## src/hdl/cds_pkg.sv

```systemverilog
`default_nettype none

package cds_pkg;

  localparam int DayW   = 5;
  localparam int MonthW = 4;
  localparam int YearW  = 14;
  localparam int OffW   = 5;
  localparam int WdayW  = 3;
  localparam int SumW   = 16;

  // item commands
  typedef enum logic [1:0] {
    CMD_LOAD = 2'd0,
    CMD_ADD  = 2'd1,
    CMD_SUB  = 2'd2
  } cmd_t;

  typedef struct packed {
    logic [1:0]        cmd;
    logic [DayW-1:0]   new_day;
    logic [MonthW-1:0] new_month;
    logic [YearW-1:0]  new_year;
    logic [OffW-1:0]   offset;
  } item_t;

  typedef struct packed {
    logic [DayW-1:0]   day;
    logic [MonthW-1:0] month;
    logic [YearW-1:0]  year;
  } date_t;

  // floor(x / 25) for any 14-bit x, by reciprocal multiply
  function automatic logic [9:0] div25(input logic [YearW-1:0] x);
    logic [27:0] p;
    p = 28'(x) * 28'd5243;
    return p[26:17];
  endfunction

  // gregorian leap rule: by 4 and not by 100, or by 400 (= by 16 and by 25)
  function automatic logic is_leap(input logic [YearW-1:0] y);
    logic [YearW-1:0] r25;
    r25 = y - YearW'(div25(y)) * YearW'(25);
    return ((y[1:0] == 2'd0) && (r25 != '0)) || ((y[3:0] == 4'd0) && (r25 == '0));
  endfunction

  // month length, meaningless months count as 31 days
  function automatic logic [DayW-1:0] month_len(input logic [MonthW-1:0] m,
                                                input logic leap);
    logic [DayW-1:0] len;
    case (m)
      4'd2:    len = leap ? 5'd29 : 5'd28;
      4'd4,
      4'd6,
      4'd9,
      4'd11:   len = 5'd30;
      default: len = 5'd31;
    endcase
    return len;
  endfunction

  // days in the year before the first of the month (non-leap)
  function automatic logic [8:0] days_before(input logic [MonthW-1:0] m);
    logic [8:0] n;
    case (m)
      4'd2:    n = 9'd31;
      4'd3:    n = 9'd59;
      4'd4:    n = 9'd90;
      4'd5:    n = 9'd120;
      4'd6:    n = 9'd151;
      4'd7:    n = 9'd181;
      4'd8:    n = 9'd212;
      4'd9:    n = 9'd243;
      4'd10:   n = 9'd273;
      4'd11:   n = 9'd304;
      4'd12:   n = 9'd334;
      default: n = 9'd0;
    endcase
    return n;
  endfunction

  // x mod 7 for x below 2^15, by reciprocal multiply and subtracting 7 times the quotient
  function automatic logic [WdayW-1:0] mod7(input logic [SumW-1:0] x);
    logic [31:0]     p;
    logic [SumW-1:0] r;
    p = 32'(x) * 32'd37450;
    r = x - SumW'(p[31:18]) * SumW'(7);
    return r[WdayW-1:0];
  endfunction

endpackage

`default_nettype wire

```

## src/hdl/cds_date_step.sv

```systemverilog
`default_nettype none

module cds_date_step (
  input  wire logic          clk,
  input  wire logic          rst_n,
  input  wire logic          adv,
  input  wire logic          item_valid,
  input  wire cds_pkg::item_t item,
  output logic               date_valid_r,
  output cds_pkg::date_t     date_r
);
  import cds_pkg::*;

  date_t             date_nxt;
  logic              leap_cur;
  logic [DayW:0]     add_sum;
  logic [DayW-1:0]   len_cur;
  logic [MonthW-1:0] sub_month;
  logic [YearW-1:0]  sub_year;
  logic [DayW+1:0]   sub_t;

  assign leap_cur = is_leap(date_r.year);
  assign len_cur  = month_len(date_r.month, leap_cur);
  assign add_sum  = {1'b0, date_r.day} + {1'b0, item.offset};
  assign sub_t    = {2'b00, date_r.day} - {2'b00, item.offset};

  // month borrowed into on subtract; february only follows march, same year
  always_comb begin
    if (date_r.month == 4'd1) begin
      sub_month = 4'd12;
      sub_year  = date_r.year - YearW'(1);
    end else begin
      sub_month = date_r.month - MonthW'(1);
      sub_year  = date_r.year;
    end
  end

  // next date
  always_comb begin
    date_nxt = date_r;
    case (item.cmd)
      CMD_LOAD: begin
        date_nxt.day   = item.new_day;
        date_nxt.month = item.new_month;
        date_nxt.year  = item.new_year;
      end
      CMD_ADD: begin
        if (add_sum > {1'b0, len_cur}) begin
          date_nxt.day = DayW'(add_sum - {1'b0, len_cur});
          if (date_r.month == 4'd12) begin
            date_nxt.month = 4'd1;
            date_nxt.year  = date_r.year + YearW'(1);
          end else begin
            date_nxt.month = date_r.month + MonthW'(1);
          end
        end else begin
          date_nxt.day = add_sum[DayW-1:0];
        end
      end
      CMD_SUB: begin
        if ($signed(sub_t) < 7'sd1) begin
          date_nxt.month = sub_month;
          date_nxt.year  = sub_year;
          date_nxt.day   = DayW'(sub_t + {2'b00, month_len(sub_month, leap_cur)});
        end else begin
          date_nxt.day = sub_t[DayW-1:0];
        end
      end
      default: date_nxt = date_r;
    endcase
  end

  // held date and stage valid
  always_ff @(posedge clk) begin
    if (!rst_n) begin
      date_valid_r <= 1'b0;
      date_r.day   <= DayW'(1);
      date_r.month <= MonthW'(1);
      date_r.year  <= YearW'(1);
    end else if (adv) begin
      date_valid_r <= item_valid;
      if (item_valid) begin
        date_r <= date_nxt;
      end
    end
  end

endmodule

`default_nettype wire

```

## src/hdl/cds_weekday.sv

```systemverilog
`default_nettype none

module cds_weekday (
  input  wire logic           clk,
  input  wire logic           rst_n,
  input  wire logic           adv,
  input  wire logic           date_valid,
  input  wire cds_pkg::date_t date,
  output logic                res_valid_r,
  output cds_pkg::date_t      res_date_r,
  output logic                res_leap_r,
  output logic [cds_pkg::WdayW-1:0] res_wday_r
);
  import cds_pkg::*;

  logic            leap;
  logic [YearW:0]  py;
  logic [9:0]      q100;
  logic [9:0]      q400;
  logic            adj;
  logic [SumW-1:0] sum_nxt;

  logic            s_valid_r;
  date_t           s_date_r;
  logic            s_leap_r;
  logic [SumW-1:0] s_sum_r;

  // day count mod 7: 365 = 1 mod 7, centuries via divide by 25
  assign leap = is_leap(date.year);
  assign py   = {1'b0, date.year} + 15'd399;
  assign q100 = div25(YearW'(py[YearW:2]));
  assign q400 = div25(YearW'(py[YearW:4]));

  always_comb begin
    adj = 1'b0;
    if (date.month inside {[4'd3:4'd12]}) begin
      adj = leap;
    end
  end

  assign sum_nxt = SumW'(days_before(date.month)) + SumW'(date.day) + SumW'(7'd6)
                 + SumW'(adj) + SumW'(py) + SumW'(py[YearW:2]) + SumW'(q400)
                 + SumW'(8'd168) - SumW'(q100);

  // partial sum stage
  always_ff @(posedge clk) begin
    if (!rst_n) begin
      s_valid_r <= 1'b0;
    end else if (adv) begin
      s_valid_r <= date_valid;
    end
  end

  always_ff @(posedge clk) begin
    if (adv) begin
      s_date_r <= date;
      s_leap_r <= leap;
      s_sum_r  <= sum_nxt;
    end
  end

  // result register
  always_ff @(posedge clk) begin
    if (!rst_n) begin
      res_valid_r <= 1'b0;
    end else if (adv) begin
      res_valid_r <= s_valid_r;
    end
  end

  always_ff @(posedge clk) begin
    if (adv) begin
      res_date_r <= s_date_r;
      res_leap_r <= s_leap_r;
      res_wday_r <= mod7(s_sum_r);
    end
  end

endmodule

`default_nettype wire

```

## src/hdl/calendar_date_stepper.sv

```systemverilog
// path: from input transfer to result valid the item passes the input register,
//   date register, day-count register and result register
// throughput: one item per cycle while adv is high; the next held date is computed combinationally
// stall: all stages advance together whenever the result register is empty or taken
// reset: synchronous active-low rst_n empties the pipeline and sets the date to 1/1/1
`default_nettype none

module calendar_date_stepper (
  input  wire logic        clk,
  input  wire logic        rst_n,
  input  wire logic        in_tvalid,
  output logic             in_tready,
  // new_day[4:0], new_month[8:5], new_year[22:9], offset[27:23]
  input  wire logic [31:0] in_tdata,
  // command[1:0]
  input  wire logic [1:0]  in_tuser,
  output logic             out_tvalid,
  input  wire logic        out_tready,
  // cur_day[4:0], cur_month[8:5], cur_year[22:9], leap_flag[23], weekday[26:24]
  output logic [31:0]      out_tdata
);
  import cds_pkg::*;

  logic  adv;
  logic  in_valid_r;
  item_t item_r;
  logic  date_valid;
  date_t date;
  logic  res_valid;
  date_t res_date;
  logic  res_leap;
  logic [WdayW-1:0] res_wday;

  // whole pipeline moves when the result register can take a new value
  assign adv       = !res_valid || out_tready;
  assign in_tready = adv;

  // input register
  always_ff @(posedge clk) begin
    if (!rst_n) begin
      in_valid_r <= 1'b0;
    end else if (adv) begin
      in_valid_r <= in_tvalid;
    end
  end

  always_ff @(posedge clk) begin
    if (adv) begin
      item_r.cmd       <= in_tuser;
      item_r.new_day   <= in_tdata[4:0];
      item_r.new_month <= in_tdata[8:5];
      item_r.new_year  <= in_tdata[22:9];
      item_r.offset    <= in_tdata[27:23];
    end
  end

  cds_date_step u_date_step (
    .clk          (clk),
    .rst_n        (rst_n),
    .adv          (adv),
    .item_valid   (in_valid_r),
    .item         (item_r),
    .date_valid_r (date_valid),
    .date_r       (date)
  );

  cds_weekday u_weekday (
    .clk         (clk),
    .rst_n       (rst_n),
    .adv         (adv),
    .date_valid  (date_valid),
    .date        (date),
    .res_valid_r (res_valid),
    .res_date_r  (res_date),
    .res_leap_r  (res_leap),
    .res_wday_r  (res_wday)
  );

  // result transfer
  assign out_tvalid = res_valid;
  assign out_tdata  = {5'd0, res_wday, res_leap, res_date.year, res_date.month, res_date.day};

endmodule

`default_nettype wire
```

## config.mk

```make
export PLATFORM = sky130hd
export DESIGN_NAME = calendar_date_stepper
export DESIGN_NICKNAME = d
export VERILOG_FILES = /design/src/hdl/cds_pkg.sv /design/src/hdl/cds_date_step.sv /design/src/hdl/cds_weekday.sv /design/src/hdl/calendar_date_stepper.sv
export SDC_FILE = /design/constraint.sdc
export NUM_CORES = 1
export LEC_CHECK = 0
export BUFFER_PORTS_ARGS = -buffer_cell sky130_fd_sc_hd__buf_2
export CORE_ASPECT_RATIO = 0.5
export CORE_UTILIZATION = 40
export CTS_BUF_LIST = sky130_fd_sc_hd__clkbuf_4 sky130_fd_sc_hd__clkbuf_8
export DETAILED_ROUTE_END_ITERATION = 7
export GPL_ROUTABILITY_DRIVEN = 0
export PLACE_DENSITY = 0.64
export SYNTH_ARGS = -nofsm -noshare
export SYNTH_HDL_FRONTEND = slang
export SYNTH_SLANG_ARGS = --single-unit
export TNS_END_PERCENT = 30
```

## constraint.sdc

```tcl
create_clock -name clk -period 16 [get_ports clk]
set_input_delay 0.8 -clock clk [delete_from_list [all_inputs] [get_ports clk]]
set_output_delay 0.8 -clock clk [all_outputs]
set_load 0.01 [all_outputs]
```

==> After elaboration in Yosys (flattened, before gate mapping) <==
Memories as Yosys holds them, arrays and structs flattened. A register that Yosys moved wholly into a read port is not among the register bits.
Cells that the tools add are included.
{ "word_totals": {"register_bits": 124, "rom_bits": 144, "in_bits": 38, "output_inout_bits": 34, "memories": 1} }
{ "mem_list": {"columns": ["memory", "words", "width", "rd", "rd_ports_with_merged_regs", "write_ports", "line", "source"], "rows": [
  ["(no name shown)", 16, 9, 1, 1, 0, "cds_pkg.sv:65", "case (m)"]
]} }
{ "op_classes": {"addsub": 19, "n_mul": 6, "magnitude_cmp": 4, "n_eq_ne": 18, "n_mux": 17, "reduce_logical": 17} }
{ "op_table": {"columns": ["op", "n"], "rows": [
  ["$pmux 23 s3", 1],
  ["$mux 18", 2],
  ["$mul 16x15->31 const B", 1],
  ["$mux 14", 2],
  ["$mul 14x13->27 const B", 1],
  ["$mul 13x13->26 const B", 1],
  ["$mul 11x13->24 const B", 1],
  ["$eq 4x4->1 const B", 5],
  ["$mux 5", 4],
  ["$pmux 5 s2", 2],
  ["$add 16x1->16", 1],
  ["$add 16x13->16", 1],
  ["$add 16x15->16", 1],
  ["$add 16x3->16 const B", 1],
  ["$add 16x7->16", 1],
  ["$add 16x8->16 const B", 1],
  ["$eq 4x3->1 const B", 4],
  ["$mux 4", 4],
  ["$sub 16x9->16", 1],
  ["$add 14x9->15 const B", 1],
  ["$add 14x1->14 const B", 1],
  ["$logic_not 14->1", 1],
  ["$mul 10x5->14 const B", 1],
  ["$mul 14x3->3 const B", 1],
  ["31 further kinds", 41]
]} }

==> Longest topological paths before layout <==
Gate-level depths: netlist of the first run.
{ "logic_depth": {"depth_word": 15, "ltp_mapped": 54, "depth_no_buf": 53} }

==> Hierarchy <==
A second synthesis of the first run with hierarchy kept.
{ "unflattened": {"hier_cells": 2458, "hier_area_um2": 24870.1} }
{ "by_module_without_submodules": {"columns": ["module", "n_inst", "cells_per_inst", "area_each_um2"], "rows": [
  ["cds_weekday", 1, 1566, 16443.3],
  ["cds_date_step", 1, 850, 7425.9],
  ["calendar_date_stepper", 1, 42, 1001.0]
]} }

==> Least setup slack after synthesis of the first run <==
Ideal clock, no wire load.
{ "synth_path": {"path_type": "register -> register", "from": "reg u_date_step.date_r[11] (netlist bit)", "to": "reg u_weekday.s_sum_r[14], data pin", "setup_ns": 0.266, "t_arrival_ns": 11.258, "required_ns": 15.734, "setup_slack_ns": 4.477, "stages_incl_launch_ff": 49, "path_buffers": 0, "synth_period_minus_slack_ns": 11.523, "path_cell_list": "dfxtp_1 > inv_1 > fa_1 > inv_1 > ha_1 > inv_1 > fa_1 > inv_1 > fa_1 > inv_1 > fa_1 > inv_1 > ha_1 > inv_1 > o31a_1 > o21ai_0 > o211a_1 > o21ai_0 > (+13 left out) > a31oi_1 > o311ai_0 > ha_1 > inv_1 > fa_1 > fa_1 > ha_1 > fa_1 > a21o_1 > a21oi_1 > o21bai_1 > a21oi_1 > o21bai_1 > a21oi_1 > o21ai_0 > nor4_1 > nor3_1 > xor2_1"} }
{ "synth_via": {"elab_chain_len": 13, "word_cells_on_any_way": 18} }
{ "synth_rtl": {"columns": ["element", "line", "source"], "rows": [
  ["from (decl)", "cds_date_step.sv:10", "output cds_pkg::date_t date_r"],
  ["from (signal assigned)", "cds_date_step.sv:83", "date_r <= date_nxt;"],
  ["$mul 14x13->27", null, null],
  ["$mul 10x5->14", null, null],
  ["$sub 14x14->14 (*)", null, null],
  ["$reduce_bool 14->1 or $logic_not 14->1 (tied branches)", null, null],
  ["$logic_and 1x1->1", null, null],
  ["$logic_or 1x1->1 (*)", null, null],
  ["net u_date_step.leap_cur", "cds_date_step.sv:15", "logic leap_cur;"],
  ["$mux 1 (*)", "cds_weekday.sv:36", "if (date.month inside {[4'd3:4'd12]}) begin"],
  ["$add 16x1->16 (*)", "cds_weekday.sv:42", "+ SumW'(adj) + SumW'(py) + SumW'(py[YearW:2]) + SumW'(q400)"],
  ["$add 16x15->16 (*)", "cds_weekday.sv:42", null],
  ["$add 16x13->16 (*)", "cds_weekday.sv:42", null],
  ["$add 16x7->16 (*)", "cds_weekday.sv:42", null],
  ["$add 16x8->16 (*)", "cds_weekday.sv:43", "+ SumW'(8'd168) - SumW'(q100);"],
  ["$sub 16x9->16 (*)", "cds_weekday.sv:43", null],
  ["net u_weekday.sum_nxt[14]", "cds_weekday.sv:21", "logic [SumW-1:0] sum_nxt;"],
  ["to (signal assigned)", "cds_weekday.sv:58", "s_sum_r <= sum_nxt;"],
  ["to (decl)", "cds_weekday.sv:26", "logic [SumW-1:0] s_sum_r;"]
]} }
The timed path passes the listed nets; every way through them passes the cells marked *.
A chain may end at the register's enable or synchronous reset.

==> Worst setup path after layout of the first run <==
{ "layout_path": {"from": "reg u_date_step.date_r[5] (netlist bit)", "to": "reg u_weekday.s_sum_r[14], data pin"} }
Same word-level chain as after synthesis.

==> summary.log, run 1 <==
INFO  place          number_of_i_o_port_buffers=62
INFO  sta            final-setup-viol-count=0
INFO  min_path       worst_hold_path.endpoint=u_weekday.res_date_r[22]
INFO  synthesis      sequential_element_share_of_the_synthesized_area=18.0%
INFO  clocking       clock_tree.htree_level_count=4
INFO  critical_path  crit_path_end_kind=flop
INFO  critical_path  regToRegSetupSlack=2430ps
INFO  finish         antenna_cells=0
INFO  floorplanning  die_h=161um
INFO  flow_run       maxCapViolations=0
INFO  synthesis      yosys.cell_types.count=77
INFO  sta            pins_over_slew_limit=0
INFO  clocking       tritoncts=built
INFO  place          post-place-cells=2654
INFO  finish         fillerInstances=4600
INFO  drt            vias_per_cell=4.94
INFO  clocking       clock_insertion_delay_worst_skew=480ps
INFO  sta            max_slew_margin=30.5%
INFO  drt            drt-initial-drc-count=693
INFO  grt            grt.overflow.total=0
INFO  min_path       worstHoldPathType=reg -> reg
INFO  sta            timing_worst_slew_pin_value=1040ps
INFO  synthesis      synth-seq-cells=133
INFO  critical_path  r2r-end=u_weekday.s_sum_r[14]
INFO  drt            ant_nets=0
INFO  sta            fmax=0.0737GHz
INFO  finish         post_route_cells_drive_above_1_share=7.12%
INFO  finish         area.growth.synth_to_final=7.74%
INFO  floorplanning  floorplan.die.width=319um
INFO  finish         area.sequential=3630um2
INFO  clocking       clk_pin_slew_worst_paths=90ps
INFO  finish         multiInputGateArea=14700um2
INFO  clocking       cts_hold_repair.buffers=0
INFO  critical_path  critical_path.slowest_cell=sky130_fd_sc_hd__dfxtp_1
INFO  synthesis      synth_top_area_cell=sky130_fd_sc_hd__ha_1
INFO  drt            drt-wirelength-per-cell=15.3um
INFO  grt            first_pass_grt_wire_length=69600um
INFO  min_path       hold_start=u_weekday.s_date_r[22]
INFO  synthesis      post-synth-top-area-fraction=28.1%
INFO  synthesis      synth-async-reset-ratio=0%
INFO  finish         num-nets-final=2753
INFO  synthesis      synth_area=20100um2
INFO  synthesis      synthesis.yosys.warnings=0
INFO  floorplanning  initial_core_util=41.0%
INFO  synthesis      post_synth.cell_area_avg=10.4um2
INFO  critical_path  crit_path_frequent_cell=sky130_fd_sc_hd__fa_1
INFO  critical_path  r2r.worst_path.cells=49
INFO  critical_path  criticalPathCategory=reg -> reg
INFO  clocking       cts_max_path_buffers=2
INFO  synthesis      synth_enable_flop_cells=97
INFO  finish         layoutNonFillerInstCount=2686
INFO  sta            report.final.hold_viol_count=0
INFO  drt            vias=13300
INFO  floorplanning  dieArea=51300um2
INFO  critical_path  path_max_fanout=10
INFO  min_path       worst_hold_path.num_cells=0
INFO  clocking       tritoncts.num_buffers=17
INFO  grt            grt_pass1_vias=13700
INFO  status         outcome=complete, no violations
INFO  critical_path  crit_path_start_kind=flop
INFO  sta            post-route-min-period=13570ps
INFO  critical_path  worstPathRequired=16220ps
INFO  floorplanning  num_rows=57
INFO  clocking       clock_tree.root_cell=sky130_fd_sc_hd__clkbuf_8
INFO  grt            grt_util_all_layers=17.2%
INFO  sta            setup_slack=2430ps
INFO  clocking       postCtsSetupBuffers=0
INFO  sta            fin_tns_setup=0ps
INFO  grt            grt_start_max_net_pins=78
INFO  clocking       total_of_cells_resized_after_clock_tree_synthesis=0
INFO  floorplanning  fp.coreArea=49100um2
INFO  synthesis      synth.top_cells.by_area=sky130_fd_sc_hd__ha_1 (28%), sky130_fd_sc_hd__fa_1 (24%), sky130_fd_sc_hd__edfxtp_1 (14%), sky130_fd_sc_hd__inv_1 (8.3%), sky130_fd_sc_hd__xnor2_1 (3.7%)
INFO  floorplanning  design.portCount=72
INFO  critical_path  crit_arrival=13800ps
INFO  drt            route.detailed.drc=0
INFO  drt            detail_route.wirelength=41200um
INFO  sta            rsz0062_at_grt=false
INFO  sta            fin_worst_skew=23.0ps
INFO  critical_path  critPathMaxStageDelay=780ps
INFO  sta            timing.final.crit_share=84.8%
INFO  place          place_ws=2520ps
INFO  synthesis      netlist_instances=1945
INFO  place          place_hpwl=34600um
INFO  critical_path  r2r-start=u_date_step.date_r[5]
INFO  grt            grt_antenna_before_repair=0
INFO  clocking       tritoncts_num_sinks=133
INFO  drt            drt_pass1_iterations=5
INFO  synthesis      ys.flop_type=sky130_fd_sc_hd__edfxtp_1
per-stage QoR:
step | hold slack [ps] | cell area (um2) | util, %
global route | 425 | 21700 | 44.2
finish | 416 | 21700 | 44.2
detailed placement | 405 | 21300 | 43.4
CTS | 412 | 21700 | 44.2
global placement | 402 | 21300 | 43.4
floorplan | 400 | 20200 | -
layout by cell type (no fill, tap or decap), types with 7 or more instances in the layout:
| master | count |
|---|---|
| sky130_fd_sc_hd__xor2_1 | 25 |
| sky130_fd_sc_hd__clkbuf_8 | 17 |
| sky130_fd_sc_hd__fa_1 | 238 |
| sky130_fd_sc_hd__xnor2_1 | 84 |
| sky130_fd_sc_hd__buf_4 | 21 |
| sky130_fd_sc_hd__o21bai_1 | 12 |
| sky130_fd_sc_hd__inv_1 | 443 |
| sky130_fd_sc_hd__and2_1 | 18 |
| sky130_fd_sc_hd__buf_2 | 62 |
| sky130_fd_sc_hd__o21ai_0 | 53 |
| sky130_fd_sc_hd__or3_1 | 7 |
| sky130_fd_sc_hd__nand4_1 | 7 |
| sky130_fd_sc_hd__o211ai_1 | 8 |
| sky130_fd_sc_hd__nand2b_1 | 9 |
| sky130_fd_sc_hd__nor3_1 | 25 |
| sky130_fd_sc_hd__nor2_1 | 51 |
| sky130_fd_sc_hd__a21oi_1 | 79 |
| sky130_fd_sc_hd__nand3_1 | 18 |
| sky130_fd_sc_hd__o31ai_1 | 9 |
| sky130_fd_sc_hd__a21o_1 | 27 |
| sky130_fd_sc_hd__o211a_1 | 7 |
| sky130_fd_sc_hd__ha_1 | 453 |
| sky130_fd_sc_hd__o21a_1 | 9 |
| sky130_fd_sc_hd__edfxtp_1 | 97 |
| sky130_fd_sc_hd__nor2b_1 | 22 |
| sky130_fd_sc_hd__mux2i_1 | 10 |
| sky130_fd_sc_hd__nand2_1 | 50 |
| sky130_fd_sc_hd__dfxtp_1 | 36 |
| sky130_fd_sc_hd__mux2_2 | 7 |
| sky130_fd_sc_hd__a22oi_1 | 14 |
how the worst max path moves through the flow:
stage / start / endpoint / slack [ps] / depth (start not counted)
after floorplan: u_date_step.date_r[11] / u_weekday.s_sum_r[14] / 4480 / 48
after global placement: u_date_step.date_r[5] / u_weekday.s_sum_r[14] / 2610 / 49
after detailed placement: u_date_step.date_r[5] / u_weekday.s_sum_r[14] / 2520 / 49
after CTS: u_date_step.date_r[5] / u_weekday.s_sum_r[14] / 2450 / 49
after global routing: u_date_step.date_r[5] / u_weekday.s_sum_r[14] / 1510 / 49
final: u_date_step.date_r[5] / u_weekday.s_sum_r[14] / 2430 / 49
layer usage:
| layer | up-vias | track usage (%) | wire length, um | share of wire [%] |
|---|---|---|---|---|
| met2 | 185 | 29.0 | 19600 | 48 |
| met1 | 6441 | 23.0 | 19600 | 48 |
| met3 | 40 | 2.89 | 1450 | 3.5 |
| met5 | - | 0 | 0 | 0 |
| met4 | 0 | 3.76 | 551 | 1.3 |
| li1 | 6594 | - | - | - |
Yosys cell counts, drive strengths merged (25+ instances only):
master	n
edfxtp	97
o21ai	55
xor2	25
a21oi	81
inv	444
ha	453
fa	238
nor2	51
nor3	26
dfxtp	36
a21o	27
nand2	51
xnor2	84
layout make-up:
type / count / share of cell area (%)
clock inverters: 15 / 0.749
repair buffers: 83 / 2.16
well taps: 649 / 3.74
flip-flops and latches: 133 / 16.7
multi-input cells: 1343 / 67.8
inverters: 446 / 7.76
clock buffers: 17 / 1.08
worst max-delay path, delay by kind of cell (launching register included):
family	cells	cell delay [ps]
AND/OR/NAND/NOR	6	1090
flip-flops	1	780
AO/OA/AOI/OAI	20	4290
buffers and inverters	6	580
adder cells (fa/ha/maj)	15	6150
XOR/XNOR	2	430
cells by family after synthesis:
kind of cell / Yosys count / share of synthesized area (%)
fa+ha+maj: 691 / 51.8
buf+inv: 473 / 9.05
compound gates: 278 / 9.24
simple gates: 243 / 6.26
flops: 133 / 18.0
xor+xnor: 109 / 4.74
mux: 17 / 0.888
other cells: 1 / 0.0186
state kept, by name (all words and copies together) (netlist names), named ones only:
register and cells:
item_r 30, u_weekday.s_date_r 23, u_date_step.date_r 23, u_weekday.res_leap_r 1, u_weekday.res_date_r 23, u_weekday.res_valid_r 1
u_weekday.s_sum_r 16, u_weekday.s_leap_r 1, u_date_step.date_valid_r 1, in_valid_r 1, u_weekday.res_wday_r 3, u_weekday.s_valid_r 1
Power of run 1 is left out: the tool's default activity adds up to more than one toggle a clock period on the data nets, which glitch-free logic cannot reach.
==> run 2: changes to the inputs <==
==> constraint.sdc (replaced) <==
create_clock -name clk -period 14.1 [get_ports clk]
set_input_delay 0.705 -clock clk [delete_from_list [all_inputs] [get_ports clk]]
set_output_delay 0.705 -clock clk [all_outputs]
set_load 0.01 [all_outputs]
==> summary.log, run 2 (same netlist as run 1, synthesis figures left out) <==
INFO  sta            final-setup-viol-count=0 [unchanged]
INFO  critical_path  criticalPathCategory=reg -> reg
INFO  drt            met2WireLength=19900um [+1.3%]
INFO  clocking       clk_pin_slew_worst_paths=110ps [+20 ps]
INFO  clocking       clock_insertion_delay_worst_skew=500ps [+20 ps]
INFO  clocking       tritoncts=built
INFO  sta            fmax=0.0759GHz [+3.0%]
INFO  sta            pins_over_slew_limit=0 [unchanged]
INFO  finish         max_flop_register=item_r
INFO  place          number_of_i_o_port_buffers=62 [unchanged]
INFO  finish         largest_register_ff_count=30 [unchanged]
INFO  sta            post-route-min-period=13180ps [-399 ps]
INFO  place          place_hpwl=34800um [+0.70%]
INFO  finish         mostFrequentLayoutCell=sky130_fd_sc_hd__ha_1
INFO  critical_path  critical_path.slowest_cell=sky130_fd_sc_hd__dfxtp_1
INFO  grt            grt_pass1_vias=13800 [+0.39%]
INFO  floorplanning  design.portCount=72 [unchanged]
INFO  critical_path  crit_path_start_kind=flop
INFO  critical_path  crit_path_frequent_cell=sky130_fd_sc_hd__fa_1
INFO  sta            timing_worst_slew_pin_value=1030ps [-15.4 ps]
INFO  grt            grt_antenna_before_repair=0 [unchanged]
INFO  sta            max_slew_margin=31.6% [+1.0 points]
INFO  grt            grt_start_max_net_pins=54 [-31%]
INFO  critical_path  path_max_fanout=8 [-2]
INFO  sta            fin_tns_setup=0ps [unchanged]
INFO  drt            wirelength_met1=19900um [+1.3%]
INFO  drt            drt_pass1_iterations=4 [-1]
INFO  flow_run       maxCapViolations=0 [unchanged]
INFO  grt            first_pass_grt_wire_length=69500um [about the same]
INFO  finish         final_cell_mix=sky130_fd_sc_hd__ha_1 (453), sky130_fd_sc_hd__inv_1 (443), sky130_fd_sc_hd__fa_1 (238), sky130_fd_sc_hd__edfxtp_1 (97), sky130_fd_sc_hd__xnor2_1 (84)
INFO  floorplanning  num_rows=57 [unchanged]
INFO  clocking       tritoncts_num_sinks=133 [unchanged]
INFO  drt            route.detailed.drc=0 [unchanged]
INFO  clocking       clock_tree.root_cell=sky130_fd_sc_hd__clkbuf_8
INFO  clocking       clock_tree.htree_level_count=4 [unchanged]
INFO  finish         fillerInstances=4633 [+0.72%]
INFO  clocking       total_of_cells_resized_after_clock_tree_synthesis=0 [unchanged]
INFO  finish         area.growth.synth_to_final=8.11%
INFO  sta            rsz0062_at_grt=false
INFO  drt            vias=13300 [-0.053%]
INFO  drt            drt-wirelength-per-cell=15.3um [about the same]
INFO  floorplanning  dieArea=51300um2 [unchanged]
INFO  clocking       postCtsSetupBuffers=0 [unchanged]
INFO  grt            grt_util_all_layers=17.0% [-0.12 points]
INFO  floorplanning  die_h=161um [unchanged]
INFO  floorplanning  initial_core_util=41.0% [unchanged]
INFO  sta            report.final.hold_viol_count=0 [unchanged]
INFO  critical_path  crit_path_end_kind=flop
INFO  finish         post_route_cells_drive_above_1_share=7.39% [+0.28 points]
INFO  critical_path  crit_arrival=13410ps [-390 ps]
INFO  clocking       cts_max_path_buffers=2 [unchanged]
INFO  finish         num-nets-final=2758 [+0.18%]
INFO  clocking       cts_hold_repair.buffers=0 [unchanged]
INFO  critical_path  critPathMaxStageDelay=600ps [-180 ps]
INFO  drt            top_layer_used=met4
INFO  critical_path  cpLargestDelayFamily=adder cells
INFO  drt            detail_route.wirelength=41300um [+0.17%]
INFO  floorplanning  fp.coreArea=49100um2 [unchanged]
INFO  sta            fin_worst_skew=34.1ps [+11.1 ps]
INFO  critical_path  worstPathRequired=14330ps [-1890 ps]
INFO  drt            ant_nets=0 [unchanged]
INFO  drt            vias_per_cell=4.92 [-0.24%]
INFO  critical_path  cp_num_buf_inv=7 [+1]
INFO  min_path       worstHoldPathType=in -> reg
INFO  floorplanning  floorplan.die.width=319um [unchanged]
INFO  sta            timing.final.crit_share=93.4% [+8.6 points]
INFO  status         outcome=complete, no violations
INFO  drt            drt-initial-drc-count=634 [-8.5%]
INFO  grt            grt.overflow.total=0 [unchanged]
INFO  drt            met3_length=1070um [-26%]
INFO  clocking       tritoncts.num_buffers=17 [unchanged]
INFO  critical_path  regToRegSetupSlack=920ps [-1500 ps]
INFO  finish         antenna_cells=0 [unchanged]
-- run 2: cell count changes in the layout (fill, tap and decap cells not counted), moves of 3 or more --
cell                         before  now
sky130_fd_sc_hd__inv_6            6    3
sky130_fd_sc_hd__inv_8            3    7
sky130_fd_sc_hd__buf_4           21   26
sky130_fd_sc_hd__clkinvlp_4       4    1
-- run 2: area by class of cell --
type | instances | area [um2] | share of cell area (%)
clock buffer | 17 | 234 | 1.07
timing repair buffer | 88 | 505 | 2.32
sequential | 133 | 3630 | 16.7
clock inverter | 15 | 198 | 0.908
multi-input combinational | 1343 | 14700 | 67.6
tap | 649 | 812 | 3.73
inverter | 446 | 1680 | 7.73
-- run 2: layer usage --
layer,vias up,global-route usage [%]
met2,137,29.5
met4,0,3.61
met5,-,0
li1,6607,-
met3,31,2.28
met1,6478,22.7
-- run 2: final timing paths --
path,end,cells after the start,startpoint
setup reg to reg,u_weekday.s_sum_r[14],49,u_date_step.date_r[9]
hold reg to reg,u_weekday.res_date_r[22],0,u_weekday.s_date_r[22]
setup / recovery,u_weekday.s_sum_r[14],49,u_date_step.date_r[9]
hold / removal,item_r[14],1,in_tdata[18]
-- run 2: metrics by stage --
stage	cells	hold WS, ps	setup WS (ps)	area (um2)	util [%]
detailed placement	2659	405	891	21400	43.4
global route	2691	340	8.68	21800	44.3
finish	2691	375	925	21800	44.3
global placement	2659	403	1140	21400	43.4
floorplan	1949	400	2580	20200	-
CTS	2691	337	810	21800	44.3
-- run 2: worst reg2reg max path: cells and delay by family (launching register included) --
family                     cells  cell delay (ps)
buffers and inverters          7              590
adders and majority gates     15             6060
DFF                            1              600
xor gates and xnor gates       2              470
and+or+nand+nor                7             1220
AOI/OAI and AO/OA             18             3950
Power of run 2 is left out for the same reason.
